**src/rske_pkg.sv**
```systemverilog
// ----------------------------------------------------------------------------
// rske_pkg
// Shared types, constants and GF(2^8) helpers for the Reed-Solomon
// key-equation solver.
// ----------------------------------------------------------------------------
`default_nettype none

package rske_pkg;

    localparam int MAX_PARITY = 16;
    localparam int NCOEF      = MAX_PARITY + 1;
    localparam int DEG_W      = $clog2(NCOEF);
    localparam int LOAD_W     = $clog2(MAX_PARITY + 1);
    localparam int SYN_W      = $clog2(MAX_PARITY);

    // Configuration register indexes
    localparam logic CFG_PARITY = 1'b0;
    localparam logic CFG_POLY   = 1'b1;

    localparam logic [4:0] PARITY_RESET = 5'd16;
    localparam logic [8:0] POLY_RESET   = 9'h11D;

    localparam logic POLY_SIGMA = 1'b0;
    localparam logic POLY_OMEGA = 1'b1;

    typedef logic [7:0] gf_t;
    typedef gf_t poly_t [NCOEF];

    typedef struct packed {
        logic [7:0] syndrome_value;
        logic       syndrome_last;
    } in_word_t;

    typedef struct packed {
        logic [7:0] coef_value;
        logic [3:0] coef_index;
        logic       which_poly;
        logic       run_last;
    } out_word_t;

    // Commands from controller to datapath
    typedef struct packed {
        logic       load;
        logic       init;
        logic       check_start;
        logic       inv_step;
        logic       inv_first;
        logic       div_start;
        logic       apply;
        logic       swap;
        logic       out_load;
        logic       out_poly;
        logic [3:0] out_idx;
        logic       out_last;
    } cmd_t;

    // Status from datapath to controller
    typedef struct packed {
        logic       rc_ge_half;
        logic       rem_ge_dr;
        logic [3:0] half;
    } stat_t;

    function automatic gf_t gf_mul(input gf_t a, input gf_t b, input logic [8:0] poly);
        logic [8:0] x;
        logic [8:0] red;
        gf_t        acc;
        red = poly | 9'h100;
        x   = {1'b0, a};
        acc = '0;
        for (int i = 0; i < 8; i++) begin
            if (b[i])
                acc = acc ^ x[7:0];
            x = {x[7:0], 1'b0};
            if (x[8])
                x = x ^ red;
        end
        return acc;
    endfunction

    function automatic logic [4:0] eff_parity(input logic [4:0] pc);
        logic [4:0] p;
        p = (pc > 5'(MAX_PARITY)) ? 5'(MAX_PARITY) : pc;
        p[0] = 1'b0;
        if (p < 5'd2)
            p = 5'd2;
        return p;
    endfunction

endpackage

`default_nettype wire

```
**src/rske_ctrl.sv**
```systemverilog
// ----------------------------------------------------------------------------
// rske_ctrl
// Sequencer for syndrome load, Euclid iterations and coefficient output.
// ----------------------------------------------------------------------------
`default_nettype none

module rske_ctrl (
    input  wire logic          clk,
    input  wire logic          rst_n,
    input  wire logic          in_valid,
    output logic               in_ready,
    input  wire logic          in_last,
    output logic               out_valid,
    input  wire logic          out_ready,
    output rske_pkg::cmd_t     cmd,
    input  wire rske_pkg::stat_t st
);
    import rske_pkg::*;

    typedef enum logic [2:0] {
        S_LOAD, S_INIT, S_CHECK, S_INV, S_DIV, S_APPLY, S_OUT
    } state_t;

    state_t     state_reg;
    logic [2:0] cnt_reg;
    logic [3:0] idx_reg;
    logic       poly_reg;
    logic       out_valid_reg;
    logic       in_acc;
    logic       out_free;
    logic       out_end;

    assign in_ready  = (state_reg == S_LOAD);
    assign in_acc    = in_valid && in_ready;
    assign out_valid = out_valid_reg;
    assign out_free  = !out_valid_reg || out_ready;
    assign out_end   = (poly_reg == POLY_OMEGA) && (idx_reg == st.half - 4'd1);

    // Decode commands
    always_comb
    begin
        cmd             = '0;
        cmd.out_poly    = poly_reg;
        cmd.out_idx     = idx_reg;
        cmd.out_last    = out_end;
        cmd.inv_first   = (cnt_reg == 3'd0);
        case (state_reg)
            S_LOAD:  cmd.load = in_acc;
            S_INIT:  cmd.init = 1'b1;
            S_CHECK: cmd.check_start = st.rc_ge_half;
            S_INV:   cmd.inv_step = 1'b1;
            S_DIV:
            begin
                cmd.div_start = st.rem_ge_dr;
                cmd.swap      = !st.rem_ge_dr;
            end
            S_APPLY: cmd.apply = 1'b1;
            S_OUT:   cmd.out_load = out_free;
            default: cmd = '0;
        endcase
    end

    // Hold state, counters and output valid
    always_ff @(posedge clk or negedge rst_n)
    begin
        if (!rst_n)
        begin
            state_reg     <= S_LOAD;
            cnt_reg       <= '0;
            idx_reg       <= '0;
            poly_reg      <= POLY_SIGMA;
            out_valid_reg <= 1'b0;
        end
        else
        begin
            // Raise valid on a new word, drop it once the word is taken
            if (state_reg == S_OUT && out_free)
                out_valid_reg <= 1'b1;
            else if (out_valid_reg && out_ready)
                out_valid_reg <= 1'b0;
            case (state_reg)
                S_LOAD:
                    if (in_acc && in_last)
                        state_reg <= S_INIT;
                S_INIT:
                    state_reg <= S_CHECK;
                S_CHECK:
                begin
                    cnt_reg <= '0;
                    if (st.rc_ge_half)
                        state_reg <= S_INV;
                    else
                    begin
                        idx_reg   <= '0;
                        poly_reg  <= POLY_SIGMA;
                        state_reg <= S_OUT;
                    end
                end
                S_INV:
                begin
                    cnt_reg <= cnt_reg + 3'd1;
                    if (cnt_reg == 3'd7)
                        state_reg <= S_DIV;
                end
                S_DIV:
                    state_reg <= st.rem_ge_dr ? S_APPLY : S_CHECK;
                S_APPLY:
                    state_reg <= S_DIV;
                S_OUT:
                    if (out_free)
                    begin
                        if (poly_reg == POLY_SIGMA && idx_reg == st.half)
                        begin
                            poly_reg <= POLY_OMEGA;
                            idx_reg  <= '0;
                        end
                        else if (out_end)
                            state_reg <= S_LOAD;
                        else
                            idx_reg <= idx_reg + 4'd1;
                    end
                default:
                    state_reg <= S_LOAD;
            endcase
        end
    end

`ifndef SYNTH
    a_last_inits: assert property (@(posedge clk) disable iff (!rst_n)
        (in_acc && in_last) |=> (state_reg == S_INIT))
        else $error("last syndrome did not start the solve");
    a_inv_len: assert property (@(posedge clk) disable iff (!rst_n)
        (state_reg == S_INV && cnt_reg == 3'd7) |=> (state_reg == S_DIV))
        else $error("inverse did not finish after eight steps");
    a_apply_ret: assert property (@(posedge clk) disable iff (!rst_n)
        (state_reg == S_APPLY) |=> (state_reg == S_DIV))
        else $error("division step did not return");
    a_div_go: assert property (@(posedge clk) disable iff (!rst_n)
        (state_reg == S_DIV && st.rem_ge_dr) |=> (state_reg == S_APPLY))
        else $error("division step skipped");
`endif

endmodule

`default_nettype wire

```
**config.mk**
```make
export PLATFORM = sky130hd
export DESIGN_NAME = rske_ctrl
export DESIGN_NICKNAME = d
export VERILOG_FILES = /design/src/rske_pkg.sv /design/src/rske_ctrl.sv
export SDC_FILE = /design/constraint.sdc
export NUM_CORES = 1
export LEC_CHECK = 0
export ABC_AREA = 1
export BUFFER_PORTS_ARGS = -buffer_cell sky130_fd_sc_hd__buf_2
export CORE_ASPECT_RATIO = 1.4
export CORE_UTILIZATION = 50
export DETAILED_ROUTE_END_ITERATION = 16
export PLACE_DENSITY = 0.79
export SLEW_MARGIN = 20
export SYNTH_ARGS = -nofsm -noshare
export SYNTH_HDL_FRONTEND = slang
export SYNTH_SLANG_ARGS = --single-unit
export TNS_END_PERCENT = 100
```
**constraint.sdc**
```tcl
create_clock -name clk -period 1.45 [get_ports clk]
set_input_delay 0.2175 -clock clk [delete_from_list [all_inputs] [get_ports clk]]
set_output_delay 0.2175 -clock clk [all_outputs]
set_load 0.05 [all_outputs]
```
==> results.toml, run 1 <==
[placement]
preCtsSetupSlack_ns = -0.2013
place_congestion = 0.7717
dpl.hpwl_mm = 2.090
port_buffers = 27
place_inst = 213

[synth]
synthTopCellsByCount = "43 x nand2_1, 28 x inv_1, 14 x nor2_1"
yosysTopAreaCell = "dfrtp_1"
yosysMostFrequentCell = "nand2_1"
yosys-top-cells-area = "dfrtp_1 29%, nand2_1 15%, inv_1 10%, ha_1 6.0%, nor2_4 5.4%"
synth-async-reset-ratio_pct = 100.0
synth_top_area_share_pct = 28.71
synth_area_um2 = 1046
synth_nets = 169
synth.ff_latch_count = 12
synth_edf_count = 0
synth_seq_area_share_pct = 28.71
synth_flop_cell = "dfrtp_1"
synth_warnings = 0
syn_area_per_cell_um2 = 6.837
synth.distinct_cells = 27
synthCells = 153

[clock_network]
cts_sinks = 12
htree_levels = 1
clock-root-buffer = "clkbuf_4"
numCtsBuffers = 3
clock_path_buffers = 2

[global_routing]
grt_remaining_overflow = 45
grt_max_degree = 13
grt_usage_pct = 78.10

[status]
status = "did not finish"
error = "[ERROR GRT-0232] Routing congestion too high. Check the congestion heatmap in the GUI."
haltStage = "5_1_grt"

[timing]
worst_path_end_type = "top-level output"
worst_endpoint = "cmd[0]"

[floorplan]
die_w_um = 40.66
die_h_um = 56.12
num_rows = 19
io_pins = 28
initial_core_util_pct = 53.01
## metrics by stage
| stage | instance area, um2 | hold WS, ns | TNS [ns] |
|---|---|---|---|
| after floorplan | 1097 | -0.07809 | -1.448 |
| after CTS | 1747 | 0.2356 | -1.777 |
| after detailed placement | 1361 | 0.1201 | -0.9945 |
| after global placement | 1361 | 0.1123 | -0.6956 |
## metal layers
| layer | global-route usage [%] | GRT overflow |
|---|---|---|
| met1 | 75.39 | 0 |
| met2 | 94.56 | 29 |
| met3 | 57.60 | 0 |
| met4 | 84.29 | 16 |
| met5 | 3.125 | 0 |
## cell families after synthesis
family | Yosys count | share of synthesized area [%]
and+or+nand+nor | 89 | 43.54
buffers and inverters | 37 | 14.23
DFF | 12 | 28.71
AOI/OAI and AO/OA | 6 | 4.185
adders and majority gates | 5 | 5.981
xor gates and xnor gates | 4 | 3.350
## timing repair
item                                   in CTS
pin swaps                                  17
hold buffers                                1
endpoints found under the hold margin      12
setup endpoints to repair                  19
setup buffers                              17
gates resized for setup                    61
==> inputs of run 2 (changes only) <==
--- a/config.mk
+++ b/config.mk
@@ -7,10 +7,10 @@
 export LEC_CHECK = 0
 export ABC_AREA = 1
 export BUFFER_PORTS_ARGS = -buffer_cell sky130_fd_sc_hd__buf_2
-export CORE_ASPECT_RATIO = 1.4
-export CORE_UTILIZATION = 50
+export CORE_AREA = 2 2 63 65
 export DETAILED_ROUTE_END_ITERATION = 16
-export PLACE_DENSITY = 0.79
+export DIE_AREA = 0 0 65 67
+export PLACE_DENSITY_LB_ADDON = 0.15
 export SLEW_MARGIN = 20
 export SYNTH_ARGS = -nofsm -noshare
 export SYNTH_HDL_FRONTEND = slang
==> results.toml, run 2 <==
[status]
status = "finished with violations"
violations = "negative setup slack"

[setup_path]
crit_type = "flip-flop to output port"
crit_required_ns = 1.23
crit_chain = "buf_6, nor3_4, inv_2, nor2_4, buf_8"
critPathMaxFanout = 4
worst_setup_path_end_kind = "output port"
startpoint_type = "flip-flop"
cp.arrival_ns = 1.39
slowest_delay_ns = 0.41
cp_slowest_cell = "dfrtp_1"

[routing]
wl_per_cell_um = 12.31
drcViolationCount = 0
vias = 1145
ant_nets = 0
drt-vias-per-instance = 4.337
drt-total-wl_mm = 3.251
drt_first_pass_iters = 4
drtIter0Drc = 22

[synth]
synthCells = 153
synth.distinct_cells = 27
syn_area_per_cell_um2 = 6.837
synthTopCellsByCount = "43 x nand2_1, 28 x inv_1, 14 x nor2_1"
synth.ff_latch_count = 12
synth_nets = 169
yosysMostFrequentCell = "nand2_1"
synth_area_um2 = 1046
yosys-top-cells-area = "dfrtp_1 29%, nand2_1 15%, inv_1 10%, ha_1 6.0%, nor2_4 5.4%"
synth_edf_count = 0
synth_flop_cell = "dfrtp_1"
yosysTopAreaCell = "dfrtp_1"
synth_warnings = 0
synth-async-reset-ratio_pct = 100.0
synth_seq_area_share_pct = 28.71
synth_top_area_share_pct = 28.71

[floorplan]
die_area_um2 = 4355
core_um2 = 3606
initial_core_util_pct = 29.01
num_rows = 22
die_h_um = 67
die_w_um = 65
io_pins = 28

[timing]
worst_slack_ns = -0.1616
tightest_slew_ns = 0.3048
slew_headroom_pct = 79.68
skew_ns = 0.003392
finalHoldViolCount = 0
period_needed_ns = 1.612
slew_violations = 0
rsz0062_at_grt = "yes"
setup_viol = 21
holdWs_ns = 0.2690
max_freq_mhz = 620.5
finalCritPeriodShare_pct = 111.1

[global_routing]
grt_pass1_vias = 1157
grt_max_degree = 13
grt_remaining_overflow = 0
antenna_found_initial = 0
grt_usage_pct = 15.70
grt_pass1_wl_mm = 5.257

[finish]
diodes = 0
mostFrequentLayoutCells = "38 x nand2_1, 24 x buf_4, 19 x inv_1"
utilization_pct = 51.60
fin_nets = 233
layout-drive-gt1-share_pct = 52.78
area_growth_pct = 77.87
largest_register_ffs = 4
final_common_cell = "nand2_1"

[clock_network]
cts_sinks = 12
numCtsBuffers = 3
clkTransAtPathRegs_ns = 0.06
tritoncts = "built"
clock_path_buffers = 2
clock_latency_ns = 0.24
clock-root-buffer = "clkbuf_8"
htree_levels = 1

[worst_hold_path]
hold_path_class = "input port to flip-flop"

[job]
max_cap_viol_count = 0

[pwr]
sw_frac_of_total_pct = 49.39
power.switching_uw = 1751
pwr-share-seq_pct = 14.2
pwr-share-comb_pct = 75.1
power-per-cell-area_nw_per_um2 = 1905
p_leak_uw = 0.0009871
internal_power_uw = 1794
irDropWorstVdd_v = 0.0009949
clockPowerShare_pct = 10.7
power_uw = 3545

[placement]
port_buffers = 27
dpl.hpwl_mm = 2.122
place_congestion = 0.7461
==> run 2: logic make-up after synthesis <==
group	after synthesis	share of synthesized area, %
XOR/XNOR	4	3.350
flip-flops	12	28.71
AND/OR/NAND/NOR	89	43.54
adder cells (fa/ha/maj)	5	5.981
AO/OA/AOI/OAI	6	4.185
buffers and inverters	37	14.23
==> run 2: worst max-delay path, delay by kind of cell, from the launching register on <==
| family | cells | cell delay (ns) |
|---|---|---|
| flops | 1 | 0.41 |
| buf+inv | 3 | 0.38 |
| simple gates | 2 | 0.36 |
==> run 2: area by class of cell <==
| class | count | area (um2) |
|---|---|---|
| Sequential cell | 12 | 300.3 |
| Inverter | 35 | 136.4 |
| Multi-Input combinational cell | 104 | 755.7 |
| Timing Repair Buffer | 61 | 553.0 |
| Clock buffer | 4 | 55.05 |
| Tap cell | 48 | 60.06 |
| Fill cell | 358 | 1745 |
==> run 2: what timing repair did <==
action | 4_1_cts | 5_1_grt
pin swaps | 14 | 8
setup buffers | 9 | 8
gates cloned | 0 | 0
hold buffers | 1 | 0
gates resized for setup | 47 | 31
hold endpoints to repair | 12 | 0
endpoints found under the setup margin | 17 | 23
==> run 2: path summary, 6_finish.rpt <==
kind,startpoint,to,slack [ns],cells after the start
max in group asynchronous,rst_n,state_reg[2]$_DFFE_PN0P_,0.83,2
hold / removal,out_ready,out_valid$_DFFE_PN0P_,0.27,4
min in group asynchronous,rst_n,idx_reg[2]$_DFFE_PN0P_,0.39,2
setup / recovery,state_reg[2]$_DFFE_PN0P_,cmd[14],-0.16,5
setup reg to reg,state_reg[2]$_DFFE_PN0P_,state_reg[2]$_DFFE_PN0P_,-0.07,8
hold reg to reg,cnt_reg[0]$_DFFE_PN0P_,cnt_reg[0]$_DFFE_PN0P_,0.57,3
==> run 2: through the flow <==
step | worst slack [ns] | instance area [um2] | cells | setup TNS, ns
2_1_floorplan | -0.1707 | 1097 | 153 | -1.448
3_3_place_gp | -0.1484 | 1398 | 242 | -0.8057
3_5_place_dp | -0.1620 | 1398 | 242 | -0.9767
4_1_cts | -0.1169 | 1685 | 256 | -0.6095
5_1_grt | -0.2226 | 1861 | 264 | -2.764
6_report | -0.1616 | 1861 | 264 | -1.308
==> run 2: metal layers <==
layer,vias to the layer above,wire (um),part of all wire (%),global-route usage (%)
met2,17,1803,55,28.74
met4,0,14,0.43,3.191
met5,-,0,0,0
met1,541,1334,41,18.71
met3,2,99,3.0,3.547
li1,585,-,-,-
==> run 2: power groups by stage <==
stage,combinational (uW),sequential [uW],clock (uW)
after CTS,2250,499,384
after detailed placement,1820,500,0
after global placement,1800,501,0
after floorplan,1200,614,0
after global routing,2850,517,401
final,2660,505,379
(Power assumes the default switching activity.)
==> inputs of run 3 (changes only) <==
--- a/config.mk
+++ b/config.mk
@@ -11,6 +11,7 @@
 export DETAILED_ROUTE_END_ITERATION = 16
 export DIE_AREA = 0 0 65 67
 export PLACE_DENSITY_LB_ADDON = 0.15
+export RECOVER_POWER = 50
 export SLEW_MARGIN = 20
 export SYNTH_ARGS = -nofsm -noshare
 export SYNTH_HDL_FRONTEND = slang
==> results.toml, run 3 (synthesis results as in run 2) <==
[status]
status = "finished with violations"
violations = "negative setup slack"

[finish]
seq_area_um2 = 300.3
fillCellCount = 359
layout-drive-gt1-share_pct = 52.31
diodes = 0
fin_nets = 233
area_growth_pct = 77.75
final_cell_area_um2 = 1859
final_common_cell = "nand2_1"
mostFrequentLayoutCells = "38 x nand2_1, 24 x buf_4, 19 x inv_1"
largest_register_ffs = 4
multi_input_area_um2 = 755.7

[placement]
port_buffers = 27
placed_cell_area_um2 = 1398
dpl.hpwl_mm = 2.122
preCtsSetupSlack_ns = -0.1620
place_congestion = 0.7461

[routing]
drtIter0Drc = 22
drt-vias-per-instance = 4.337
vias = 1145
drt_first_pass_iters = 4
drcViolationCount = 0
ant_nets = 0
drt-total-wl_mm = 3.251
wl_per_cell_um = 12.31

[setup_path]
crit_chain = "buf_6, nor3_4, inv_2, nor2_4, buf_8"
rrSetupSlack_ns = -0.07
critPathMaxFanout = 4
crit_required_ns = 1.23
cp.arrival_ns = 1.39
r2r-start = "state_reg[2]$_DFFE_PN0P_"
slowest_delay_ns = 0.41
cp_slowest_cell = "dfrtp_1"
startpoint_type = "flip-flop"
worstReg2RegEnd = "state_reg[2]$_DFFE_PN0P_"
crit_type = "flip-flop to output port"
rr_worst_depth = 8
worst_setup_path_end_kind = "output port"

[global_routing]
grt_remaining_overflow = 0
grt_pass1_wl_mm = 5.257
antenna_found_initial = 0
grt_max_degree = 13
grt_usage_pct = 15.70
grt_pass1_vias = 1157

[floorplan]
num_rows = 22
die_h_um = 67
io_pins = 28
core_um2 = 3606
initial_core_util_pct = 29.01
die_w_um = 65
die_area_um2 = 4355

[pwr]
p_leak_uw = 0.0009844
irDropWorstVdd_v = 0.0009949
power-per-cell-area_nw_per_um2 = 1906

[clock_network]
cts_sinks = 12
clock_path_buffers = 2
clock_latency_ns = 0.24
clkTransAtPathRegs_ns = 0.06
clock-root-buffer = "clkbuf_8"
numCtsBuffers = 3
tritoncts = "built"
htree_levels = 1

[timing]
slew_headroom_pct = 51.33
period_needed_ns = 1.612
rsz0062_at_grt = "yes"
worst_slack_ns = -0.1616
tightest_slew_ns = 0.7300
finalCritPeriodShare_pct = 111.1
setup_viol = 21
max_freq_mhz = 620.5
finalHoldViolCount = 0
slew_violations = 0
skew_ns = 0.003392

[worst_hold_path]
holdCritStartpoint = "out_ready"
hold_path_class = "input port to flip-flop"
hold_depth = 4
min_delay_worst_endpoint = "out_valid$_DFFE_PN0P_"

[job]
max_cap_viol_count = 0
-- run 3: changes by cell type in the layout (fill, tap and decap cells not counted), sizes merged --
| cell | change |
|---|---|
| clkbuf | +1 |
| buf | -1 |
-- run 3: worst max path at each step --
stage          slack, ns                      from  depth (start not counted)      end
2_1_floorplan      -0.17  state_reg[1]$_DFFE_PN0P_                          3  cmd[14]
3_3_place_gp       -0.15                     st[1]                         11   cmd[0]
3_5_place_dp       -0.16                     st[0]                         11   cmd[0]
4_1_cts            -0.12    idx_reg[1]$_DFFE_PN0P_                          8   cmd[0]
5_1_grt            -0.22  state_reg[0]$_DFFE_PN0P_                          5  cmd[14]
6_report           -0.16  state_reg[2]$_DFFE_PN0P_                          5  cmd[14]
-- run 3: area by class of cell --
class                      instances  area share (%)
inverter                          35           7.335
sequential                        12           16.15
tap                               48           3.230
multi-input combinational        104           40.65
clock buffer                       4           2.961
timing repair buffer              61           29.68
-- run 3: power breakdown --
part	switching, uW	total, uW	internal, uW
sequential	67.4	505	437
combinational	1540	2660	1120
clock	139	379	240
total	1750	3540	1790
-- run 3: stage by stage --
step	setup TNS (ns)	hold slack [ns]	util, %	instances	power [uW]
finish	-1.308	0.2690	51.56	264	3545
floorplan	-1.448	-0.07809	-	153	1818
global placement	-0.8057	0.1188	38.76	242	2301
CTS	-0.6095	0.2728	46.74	256	3129
detailed placement	-0.9767	0.1220	38.76	242	2324
global route	-2.764	0.2918	51.56	264	3770
-- run 3: critical path: cells and delay by family (launching register included) --
| family | cells | cell delay, ns |
|---|---|---|
| buffers and inverters | 3 | 0.38 |
| flip-flops | 1 | 0.41 |
| AND/OR/NAND/NOR | 2 | 0.36 |
-- run 3: metal layers --
metal / vias to the layer above / track usage [%] / share of wire, %
met2: 17 / 28.74 / 55
met1: 541 / 18.71 / 41
met4: 0 / 3.191 / 0.43
li1: 585 / - / -
met5: - / 0 / 0
met3: 2 / 3.547 / 3.0
-- run 3: repair_timing --
item,CTS,global route
setup endpoints to repair,17,23
pin swaps,14,8
hold endpoints to repair,12,0
setup buffers,9,8
gates resized for setup,47,31
hold buffers,1,0
==> inputs of run 4 (changes only) <==
--- a/config.mk
+++ b/config.mk
@@ -10,7 +10,6 @@
 export CORE_AREA = 2 2 63 65
 export DETAILED_ROUTE_END_ITERATION = 16
 export DIE_AREA = 0 0 65 67
-export PLACE_DENSITY_LB_ADDON = 0.15
 export RECOVER_POWER = 50
 export SLEW_MARGIN = 20
 export SYNTH_ARGS = -nofsm -noshare
==> results.toml, run 4 (synthesis results as in run 2) <==
[status]
status = "finished with violations"
violations = "negative setup slack"

[finish]
final_common_cell = "nand2_1"
layout-drive-gt1-share_pct = 59.26
mostFrequentLayoutCells = "30 x nand2_1, 25 x buf_4, 16 x inv_1, 16 x buf_6, 15 x inv_2"
largest_register_ffs = 4
fin_nets = 233
area_growth_pct = 80.38
diodes = 0

[timing]
rsz0062_at_grt = "yes"
finalHoldViolCount = 0
tightest_slew_ns = 0.6847
max_freq_mhz = 639.9
skew_ns = 0.0008814
finalCritPeriodShare_pct = 107.8
worst_slack_ns = -0.1128
setup_viol = 15
slew_headroom_pct = 54.36
period_needed_ns = 1.563
holdWs_ns = 0.2924
slew_violations = 0

[clock_network]
clock-root-buffer = "clkbuf_8"
clkTransAtPathRegs_ns = 0.05
cts_sinks = 12
htree_levels = 1
clock_latency_ns = 0.25
clock_path_buffers = 2
tritoncts = "built"
numCtsBuffers = 3

[placement]
port_buffers = 27
preCtsSetupSlack_ns = -0.1719
place_congestion = 0.7878
dpl.hpwl_mm = 1.966

[global_routing]
antenna_found_initial = 0
grt_remaining_overflow = 0
grt_pass1_wl_mm = 4.581
grt_usage_pct = 13.66
grt_max_degree = 13
grt_pass1_vias = 1054

[floorplan]
io_pins = 28
die_w_um = 65
num_rows = 22
core_um2 = 3606
initial_core_util_pct = 29.01
die_h_um = 67
die_area_um2 = 4355

[pwr]
power.switching_uw = 1757
power-per-cell-area_nw_per_um2 = 1887
sw_frac_of_total_pct = 49.36
pwr-share-comb_pct = 75.0
pwr-share-seq_pct = 14.5
irDropWorstVdd_v = 0.0008807
internal_power_uw = 1803
p_leak_uw = 0.0009801
clockPowerShare_pct = 10.5

[setup_path]
cp_slowest_cell = "dfrtp_1"
critPathMaxFanout = 3
crit_chain = "buf_6, nor3_4, inv_2, nor2_4, buf_8"
crit_type = "flip-flop to output port"
slowest_delay_ns = 0.42
crit_path_start = "state_reg[0]$_DFFE_PN0P_"
r2r-start = "state_reg[2]$_DFFE_PN0P_"
crit_required_ns = 1.23
cp.arrival_ns = 1.35
worst_setup_path_end_kind = "output port"
startpoint_type = "flip-flop"

[routing]
drcViolationCount = 0
vias = 1148
ant_nets = 0
drtIter0Drc = 22
wl_per_cell_um = 11.38
drt-vias-per-instance = 4.348
drt-total-wl_mm = 3.005
drt_first_pass_iters = 4

[job]
max_cap_viol_count = 0

[worst_hold_path]
hold_path_class = "input port to flip-flop"
holdCritStartpoint = "out_ready"
[run 4: power groups by stage]
| stage | registers (uW) | clock network (uW) | logic (uW) |
|---|---|---|---|
| finish | 515 | 373 | 2670 |
| global route | 526 | 402 | 2850 |
| CTS | 507 | 374 | 2240 |
| detailed placement | 508 | 0 | 1810 |
| global placement | 507 | 0 | 1810 |
| floorplan | 614 | 0 | 1200 |
[run 4: layout make-up]
type / count / area, um2
Tap cell: 48 / 60.06
Timing Repair Buffer: 61 / 551.8
Clock buffer: 4 / 55.05
Multi-Input combinational cell: 104 / 780.7
Inverter: 35 / 138.9
Fill cell: 339 / 1719
Sequential cell: 12 / 300.3
[run 4: worst max-delay path: cells and delay by family (launching register included)]
family,cells,cell delay [ns]
DFF,1,0.42
buffers and inverters,3,0.38
and+or+nand+nor,2,0.31
[run 4: path summary, 6_finish.rpt]
path | to | slack (ns) | cells after the start
worst min register to register | poly_reg$_DFFE_PN0P_ | 0.58 | 2
worst max-delay path | cmd[14] | -0.11 | 5
worst max register to register | idx_reg[0]$_DFFE_PN0P_ | -0.01 | 9
min in group asynchronous | idx_reg[0]$_DFFE_PN0P_ | 0.52 | 2
max in group asynchronous | poly_reg$_DFFE_PN0P_ | 0.50 | 2
worst min-delay path | out_valid$_DFFE_PN0P_ | 0.29 | 4
[run 4: routing by layer]
metal	track usage, %	share of wire [%]
met5	0	0
met4	6.649	2.1
met3	2.534	3.4
met2	21.91	50
met1	17.57	44
[run 4: metrics by stage]
stage	power [uW]	instances	utilization (%)	setup TNS, ns	instance area (um2)
after global routing	3783	264	52.32	-2.183	1887
final	3560	264	52.32	-0.7032	1887
after CTS	3123	256	47.02	-0.5577	1695
after global placement	2321	243	38.97	-0.8121	1405
after floorplan	1818	153	-	-1.448	1097
after detailed placement	2323	243	38.97	-0.9501	1405
[run 4: repair_timing]
item | 4_1_cts | 5_1_grt
hold buffers | 1 | 0
buffers inserted | 8 | 9
pin swaps | 13 | 23
gates resized for setup | 49 | 44
endpoints found under the hold margin | 12 | 0
endpoints found under the setup margin | 16 | 24
